$ cat config.mk
export PLATFORM = sky130hd
export DESIGN_NAME = tara_lanes
export DESIGN_NICKNAME = d
export VERILOG_FILES = /design/src/rtl/tara_pkg.sv /design/src/rtl/tara_lanes.sv
export SDC_FILE = /design/constraint.sdc
export NUM_CORES = 1
export LEC_CHECK = 0
export BUFFER_PORTS_ARGS = -buffer_cell sky130_fd_sc_hd__buf_4
export CELL_PAD_IN_SITES_DETAIL_PLACEMENT = 1
export CELL_PAD_IN_SITES_GLOBAL_PLACEMENT = 2
export CORE_MARGIN = 5
export CORE_UTILIZATION = 45
export DETAILED_ROUTE_END_ITERATION = 6
export PLACE_DENSITY = 0.8
export SETUP_SLACK_MARGIN = 0.1
export SLEW_MARGIN = 5
export SYNTH_ARGS = -nofsm -noshare
export SYNTH_HDL_FRONTEND = slang
export SYNTH_SLANG_ARGS = --single-unit
$ cat constraint.sdc
create_clock -name clock -period 16.35 [get_ports clock]
set_clock_uncertainty 0.1 [all_clocks]
set_input_delay 4.0875 -clock clock [delete_from_list [all_inputs] [get_ports clock]]
set_output_delay 4.0875 -clock clock [all_outputs]
set_load 0.02 [all_outputs]
$ cat src/rtl/tara_pkg.sv
// ----------------------------------------------------------------------------
// tara_pkg
// Shared types and constants of the texture atlas rectangle allocator.
// ----------------------------------------------------------------------------
package tara_pkg;

   localparam int SLACK_W = 16;
   localparam int SCORE_W = 32;

   localparam logic [SLACK_W-1:0] SLACK_INIT = 16'hffff;
   localparam logic [SCORE_W-1:0] SCORE_INIT = 32'h00ffffff;

   typedef enum logic [1:0] {
      ST_OK         = 2'd0,
      ST_BAD_SIZE   = 2'd1,
      ST_CACHE_FULL = 2'd2,
      ST_STORE_FULL = 2'd3
   } status_type;

   typedef enum logic [1:0] {
      REG_PAGE_WIDTH  = 2'd0,
      REG_PAGE_HEIGHT = 2'd1,
      REG_MAX_PAGES   = 2'd2,
      REG_UNUSED      = 2'd3
   } csr_index_type;

   typedef enum logic [2:0] {
      FS_IDLE,
      FS_SCAN,
      FS_SCORE,
      FS_DECIDE,
      FS_SHIFT,
      FS_APPEND,
      FS_RESP
   } fsm_type;

   typedef enum logic [1:0] {
      PC_UPPER_RIGHT = 2'd0,
      PC_LOWER_LEFT  = 2'd1,
      PC_LOWER_RIGHT = 2'd2,
      PC_NONE        = 2'd3
   } piece_type;

endpackage

$ cat src/rtl/tara_lanes.sv
// ----------------------------------------------------------------------------
// tara_lanes
// Per-page best-fit trackers, updated as entries stream newest to oldest.
// ----------------------------------------------------------------------------
module tara_lanes #(
   parameter int PAGES = 8,
   parameter int PB    = 3,
   parameter int RB    = 8,
   parameter int CB    = 12
) (
   input  logic                          clock,
   input  logic                          reset,
   input  logic                          clr,
   input  logic                          upd,
   input  logic [PB-1:0]                 e_page,
   input  logic [tara_pkg::SLACK_W-1:0]  e_w,
   input  logic [tara_pkg::SLACK_W-1:0]  e_h,
   input  logic [CB-1:0]                 e_x,
   input  logic [CB-1:0]                 e_y,
   input  logic [RB-1:0]                 e_rank,
   input  logic [tara_pkg::SLACK_W-1:0]  q_w,
   input  logic [tara_pkg::SLACK_W-1:0]  q_h,
   input  logic [PB-1:0]                 sel,
   output logic                          o_found,
   output logic [tara_pkg::SLACK_W-1:0]  o_dw,
   output logic [tara_pkg::SLACK_W-1:0]  o_dh,
   output logic [RB-1:0]                 o_rank,
   output logic [CB-1:0]                 o_x,
   output logic [CB-1:0]                 o_y
);
   import tara_pkg::*;

   logic [PAGES-1:0]   found_ff, found_in;
   logic [SLACK_W-1:0] dw_ff [PAGES];
   logic [SLACK_W-1:0] dh_ff [PAGES];
   logic [RB-1:0]      rank_ff [PAGES];
   logic [CB-1:0]      x_ff [PAGES];
   logic [CB-1:0]      y_ff [PAGES];
   logic [PAGES-1:0]   hit;
   logic               fits;
   logic [SLACK_W-1:0] dw, dh;

   assign fits = (e_w >= q_w) && (e_h >= q_h);
   assign dw   = e_w - q_w;
   assign dh   = e_h - q_h;

   always_comb begin
      for (int i = 0; i < PAGES; i++) begin
         hit[i] = upd && fits && (e_page == PB'(i)) &&
                  (!found_ff[i] || ((dw <= dw_ff[i]) && (dh <= dh_ff[i])));
         found_in[i] = clr ? 1'b0 : (found_ff[i] | hit[i]);
      end
   end

   always_ff @(posedge clock) begin
      if (reset) begin
         found_ff <= '0;
      end else begin
         found_ff <= found_in;
      end
   end

   // slack regs only count once the lane has a fit; before that any fit wins
   always_ff @(posedge clock) begin
      for (int i = 0; i < PAGES; i++) begin
         if (hit[i]) begin
            dw_ff[i]   <= dw;
            dh_ff[i]   <= dh;
            rank_ff[i] <= e_rank;
            x_ff[i]    <= e_x;
            y_ff[i]    <= e_y;
         end
      end
   end

   assign o_found = found_ff[sel];
   assign o_dw    = dw_ff[sel];
   assign o_dh    = dh_ff[sel];
   assign o_rank  = rank_ff[sel];
   assign o_x     = x_ff[sel];
   assign o_y     = y_ff[sel];

endmodule

---- Word level (Yosys, flattened, before mapping) ----
Memory sizes are Yosys's and may differ from the RTL's.
Index checks and enable logic that the tools add are counted.
storage, ports and cells
  bits in registers ....................... 8
  RAM bits ................................ 512
  logic and storage cells ................. 244
  memories kept ........................... 5
cells by class
  add/subtract/negate cells ............... 2
  order comparisons ....................... 19
  eq/ne operators ......................... 7
  muxes and demuxes ....................... 123
  bitwise gates (word level) .............. 8
  reduce and logical (&&, ||, !) cells .... 79
memory list
  memory   words  bits a word  read ports  clocked after Yosys merged registers in  wr ports  line              source
  dh_ff    8      16           9           0                                        1         tara_lanes.sv:35  logic [SLACK_W-1:0] dh_ff [PAGES];
  dw_ff    8      16           9           0                                        1         tara_lanes.sv:34  logic [SLACK_W-1:0] dw_ff [PAGES];
  x_ff     8      12           1           0                                        1         tara_lanes.sv:37  logic [CB-1:0] x_ff [PAGES];
  y_ff     8      12           1           0                                        1         tara_lanes.sv:38  logic [CB-1:0] y_ff [PAGES];
  rank_ff  8      8            1           0                                        1         tara_lanes.sv:36  logic [RB-1:0] rank_ff [PAGES];
operator list
  operator                                                    number
  <= comparator 16 bit                                        16
  two-way mux 16 bit                                          14
  OR reduction 16 bit                                         14
  two-way mux 12 bit                                          14
  OR reduction 12 bit                                         14
  two-way mux 3 bit                                           35
  two-way mux 8 bit                                           7
  OR reduction 8 bit                                          7
  two-way mux 1 bit                                           52
  >= comparator 16 bit                                        2
  subtractor 16 bit                                           2
  logical AND 1 bit                                           26
  == test 3 bit, second input constant                        4
  zero test 1 bit                                             8
  logical OR 1 bit                                            8
  bitwise OR 1 bit                                            8
  == test 3 x 2 -> 1 bit, second input constant               2
  less-than comparator 3 x 4 -> 1 bit, second input constant  1
  binary-select mux 1 bit (select 3 bit)                      1
  == test 3 x 1 -> 1 bit, second input constant               1
  zero test 3 bit                                             1
  OR reduction 2 bit                                          1

---- Depth between registers and ports, before layout ----
  depth after elaboration ................. 15
  gate-level depth with buffers ........... 17
  depth with buffers taken out ............ 17

---- Worst setup path before layout ----
Ideal clock, no wire load.
  path type ............................... input to register
  start ................................... in e_w[0] (netlist bit)
  end ..................................... mem dh_ff[4][0], enable pin
  arrival time ............................ 12008 ps
  path slack .............................. 3660 ps
  stages .................................. 16
  path through ............................ inv_1 ha_1 fa_1 nand2b_1 a21oi_1 a21oi_1 o21ai_0 a21o_1 a21oi_1 xnor2_1 ha_1 nand4_1 a2111oi_0 a211oi_1 o21ai_0 a211oi_1
RTL lines
  item                                                                                          line              source
  from (decl)                                                                                   tara_lanes.sv:16  input logic [tara_pkg::SLACK_W-1:0] e_w,
  subtractor 16 bit *                                                                           tara_lanes.sv:44  assign dw = e_w - q_w;
  net dw[14]                                                                                    tara_lanes.sv:41  logic [SLACK_W-1:0] dw, dh;
  <= comparator 16 bit *                                                                        tara_lanes.sv:50  (!found_ff[i] || ((dw <= dw_ff[i]) && (dh <= dh_ff[i])));
  logical AND 1 bit *                                                                           tara_lanes.sv:50
  logical OR 1 bit *                                                                            tara_lanes.sv:50
  logical AND 1 bit *                                                                           tara_lanes.sv:49  hit[i] = upd && fits && (e_page == PB'(i)) &&
  net hit[4]                                                                                    tara_lanes.sv:39  logic [PAGES-1:0] hit;
  two-way mux 1 bit *                                                                           tara_lanes.sv:66  if (hit[i]) begin
  two-way mux 1 bit (implied by the code) *                                                     tara_lanes.sv:68  dh_ff[i] <= dh;
  OR reduction 16 bit (no source line)                                                          --
  two-way mux 3 bit (no source line) / two-way mux 1 bit (equally long branches) (4 in series)  --
  to (decl)                                                                                     tara_lanes.sv:35
Mark *: on every way through the listed nets, which the timed path passes. The rest lies on a longest branch.

---- Worst setup path after layout ----
  start ................................... in sel[1]
  end ..................................... out o_dh[7] (netlist bit)
between the ends
  longest elaborated chain between the ends .. 1
ends and longest elaborated chain
  item                 line              source
  from (decl)          tara_lanes.sv:23  input logic [PB-1:0] sel,
  memory (8 x 16 bit)  --
  to (decl)            tara_lanes.sv:26  output logic [tara_pkg::SLACK_W-1:0] o_dh,
No other way between the ends.

==> results.md <==
* Run status: complete, no violations
* CTS resizes at 0
* CTS buffer count at 55
* Initial antenna violation count at 1
* Vias in the first global route at approximately 18000
* First-pass GRT wire length at around 110000 µm
* Highest clock rate at 91.6 MHz
* Critical Path RT at about 12000 ps
* Async S/R FF share, synth at 0%
* Post CTS Setup Buffer Count at 0
* Most frequent cells in the layout: 512 x edfxtp_1, 289 x inv_1, 288 x ha_1
* Slew Limit Fails at 0
* Worst hold path type: register to register
* Synth Instances at between 1500 and 2000
* Starting density of the core at between 40% and 50%
* GR Overflow Total at 0
* Placed insts at roughly 2800
* DRC at 0
* FF-to-FF path depth at 9
* Initial DRT Pass Iterations at 7
* Critical Path AT at between 6000 and 7000 ps
* Chip width at 257 µm
* Worst skew pair latency at 630 ps
* DIE AREA at around 66000 µm²
* Maximum fanout along the worst path at between 60 and 70
* Total wire length at between 70000 and 80000 µm
* Max-cap violations at 0
* Kind of critical path: input pin to output port
* WHS Endpoint: found_ff[5]
* Crit. Startpoint: sel[1]
* Cell variety after synth at 62
* Final hold vios at 0
* Register area share after synthesis at roughly 57%
* Hold Path Stages at 2
* Max Root-Sink Buffers at 3
* Tcrit/Tclk final at between 60% and 70%
* FILL cells at 5936
* Worst-path clk slew at about 60 ps
* CTS tree: yes
* Hold buffer count at cts at 0
* Die Y at roughly 260 µm
* Root buf cell: clkbuf_16
* Final #Nets at around 2500
* Hpwl dp at around 51000 µm
* Post-synth EDFFs at approximately 500
* Total Routing Usage GR at a little over a fifth
* Post-Synthesis Mean Instance Area at 14.5 µm²
* Hold wc startpoint: found_ff[5]
* Setup-failing EPs final at 0
* Via count at approximately 17000
* Worst slew pin tran at ~1200 ps
* Layout cells sized above 1 at 21.9%
* Sink Count at 520
* Slew margin rel. at between 15 and 20%
* Worst R2R Start: dw_ff[1][11]
* Cell Rows at 90
* Iteration-0 DRC Markers at 1122
* Vias per cell at 5.77
* Leak pwr at 0.0127 µW
* Commonest non-fill, non-tap cell in the layout: edfxtp_1
* Syn-to-layout area delta at 15.2%
* CORE AREA at 60400 µm²
* Ports at 171
* Min Tclk post-route at around 11000 ps
* Cell Count, Final, Fillers Out at 2943
* Reg2reg end: y_ff[1][6]
* Max H-tree Level at 2
* Post-route ant nets at 0
* Peak VDD IR at 0.108 mV
* Placer Congestion at approximately 0.83
* Synth Warn # at 0
* Top FF cell, synth: edfxtp_1
* Pwr Density at between 100 and 150 nW/µm²
* R2R setup slack at approximately 12000 ps
* Fin util at between 50% and 60%
* Sum Neg Setup Slack at 0 ps
* WL/cell at 25.0 µm
* Mapped Nets at around 2300
* Largest net degree at the start of global routing at 70
* IO buf count at 170
* #FFs+latches synth at 520
* Post-Syn Area at ~27000 µm²
* RSZ-0062 raised after global routing: false
* Worst setup EP type: output port
* Crit path launch type: input pin
[registers in the layout (all words and copies together) (netlist names)]
name,flops
x_ff,96
dw_ff,128
dh_ff,128
found_ff,8
y_ff,96
rank_ff,64
[critical path, stage by stage]
cell	delay, ps
buf_6	590
buf_4	880
mux4_2	600
nand2_1	90
o21ai_0	150
buf_4	220
[stage by stage]
step | setup WS, ps | power (µW) | area, µm² | hold WS, ps
2_1_floorplan | 3660 | 1920 | 27400 | 366
3_3_place_gp | 5300 | 2140 | 29900 | 397
3_5_place_dp | 5320 | 2170 | 29900 | 402
4_1_cts | 5320 | 3370 | 31600 | 410
5_1_grt | 5230 | 3500 | 31600 | 451
6_report | 5440 | 3340 | 31600 | 413
[area by class of cell]
type	instances	area, µm²	share of cell area [%]
antenna	1	2.50	0.00792
clock buffer	73	1440	4.57
clock inverter	26	262	0.828
inverter	289	1080	3.43
multi-input combinational	1041	10700	33.9
sequential	520	15500	49.2
tap	782	978	3.10
timing repair buffer	211	1590	5.04
[cell families after synthesis]
kind of cell             after synthesis  synth area share, %
flip-flops                           520                 56.6
AND/OR/NAND/NOR                      233                 4.57
buffers and inverters                330                 4.57
AO/OA/AOI/OAI                        328                 8.02
adder cells (fa/ha/maj)              290                 13.3
multiplexers                         165                 12.1
XOR/XNOR                              25                0.798
[routing by layer]
metal  vias up  part of all wire (%)  GRT usage, %
met4         2                   1.7          4.12
met2       380                    49          37.4
li1       7749                     -             -
met3        87                   5.8          4.70
met1      8776                    43          29.5
met5         -                 0.018             0
[Yosys cell counts, types with 3 or more instances]
cell type / number / area (µm²)
edfxtp_1: 512 / 15400
inv_1: 289 / 1080
ha_1: 288 / 3600
mux4_2: 130 / 2930
a21oi_1: 92 / 460
a21o_1: 78 / 586
nand4_1: 65 / 407
o21ai_0: 61 / 305
nand2_1: 52 / 195
mux2_2: 35 / 394
nor2_1: 28 / 105
xnor2_1: 19 / 166
nand3_1: 17 / 85.1
nor2b_1: 17 / 106
clkbuf_1: 16 / 60.1
a2111oi_0: 15 / 131
buf_1: 14 / 52.6
o21a_1: 14 / 105
a211oi_1: 12 / 90.1
nand2b_1: 12 / 75.1
o311ai_0: 12 / 105
buf_2: 11 / 55.1
nor3_1: 9 / 45.0
dfxtp_1: 8 / 160
o211ai_1: 8 / 60.1
and3_1: 7 / 43.8
o22a_1: 7 / 61.3
or2_2: 7 / 43.8
or4_1: 6 / 45.0
xor2_1: 6 / 52.6
o21bai_1: 4 / 30.0
or3_1: 4 / 25.0
a21boi_0: 3 / 22.5
[report_power, final]
part	switching (µW)	internal (µW)	leakage [µW]
logic	377	250	0.00720
clock network	525	672	0.000826
registers	4.30	1510	0.00467
[how the worst max path moves through the flow]
| stage | end | slack, ps | cells after the start |
|---|---|---|---|
| final | o_dh[7] | 5440 | 6 |
| after floorplan | dh_ff[4][0] | 3660 | 16 |
| after global placement | o_dw[14] | 5300 | 5 |
| after global routing | o_dw[12] | 5230 | 5 |
| after detailed placement | o_dw[12] | 5320 | 5 |
| after CTS | o_dw[12] | 5320 | 5 |
No activity file was read; power rests on OpenSTA's default activity.
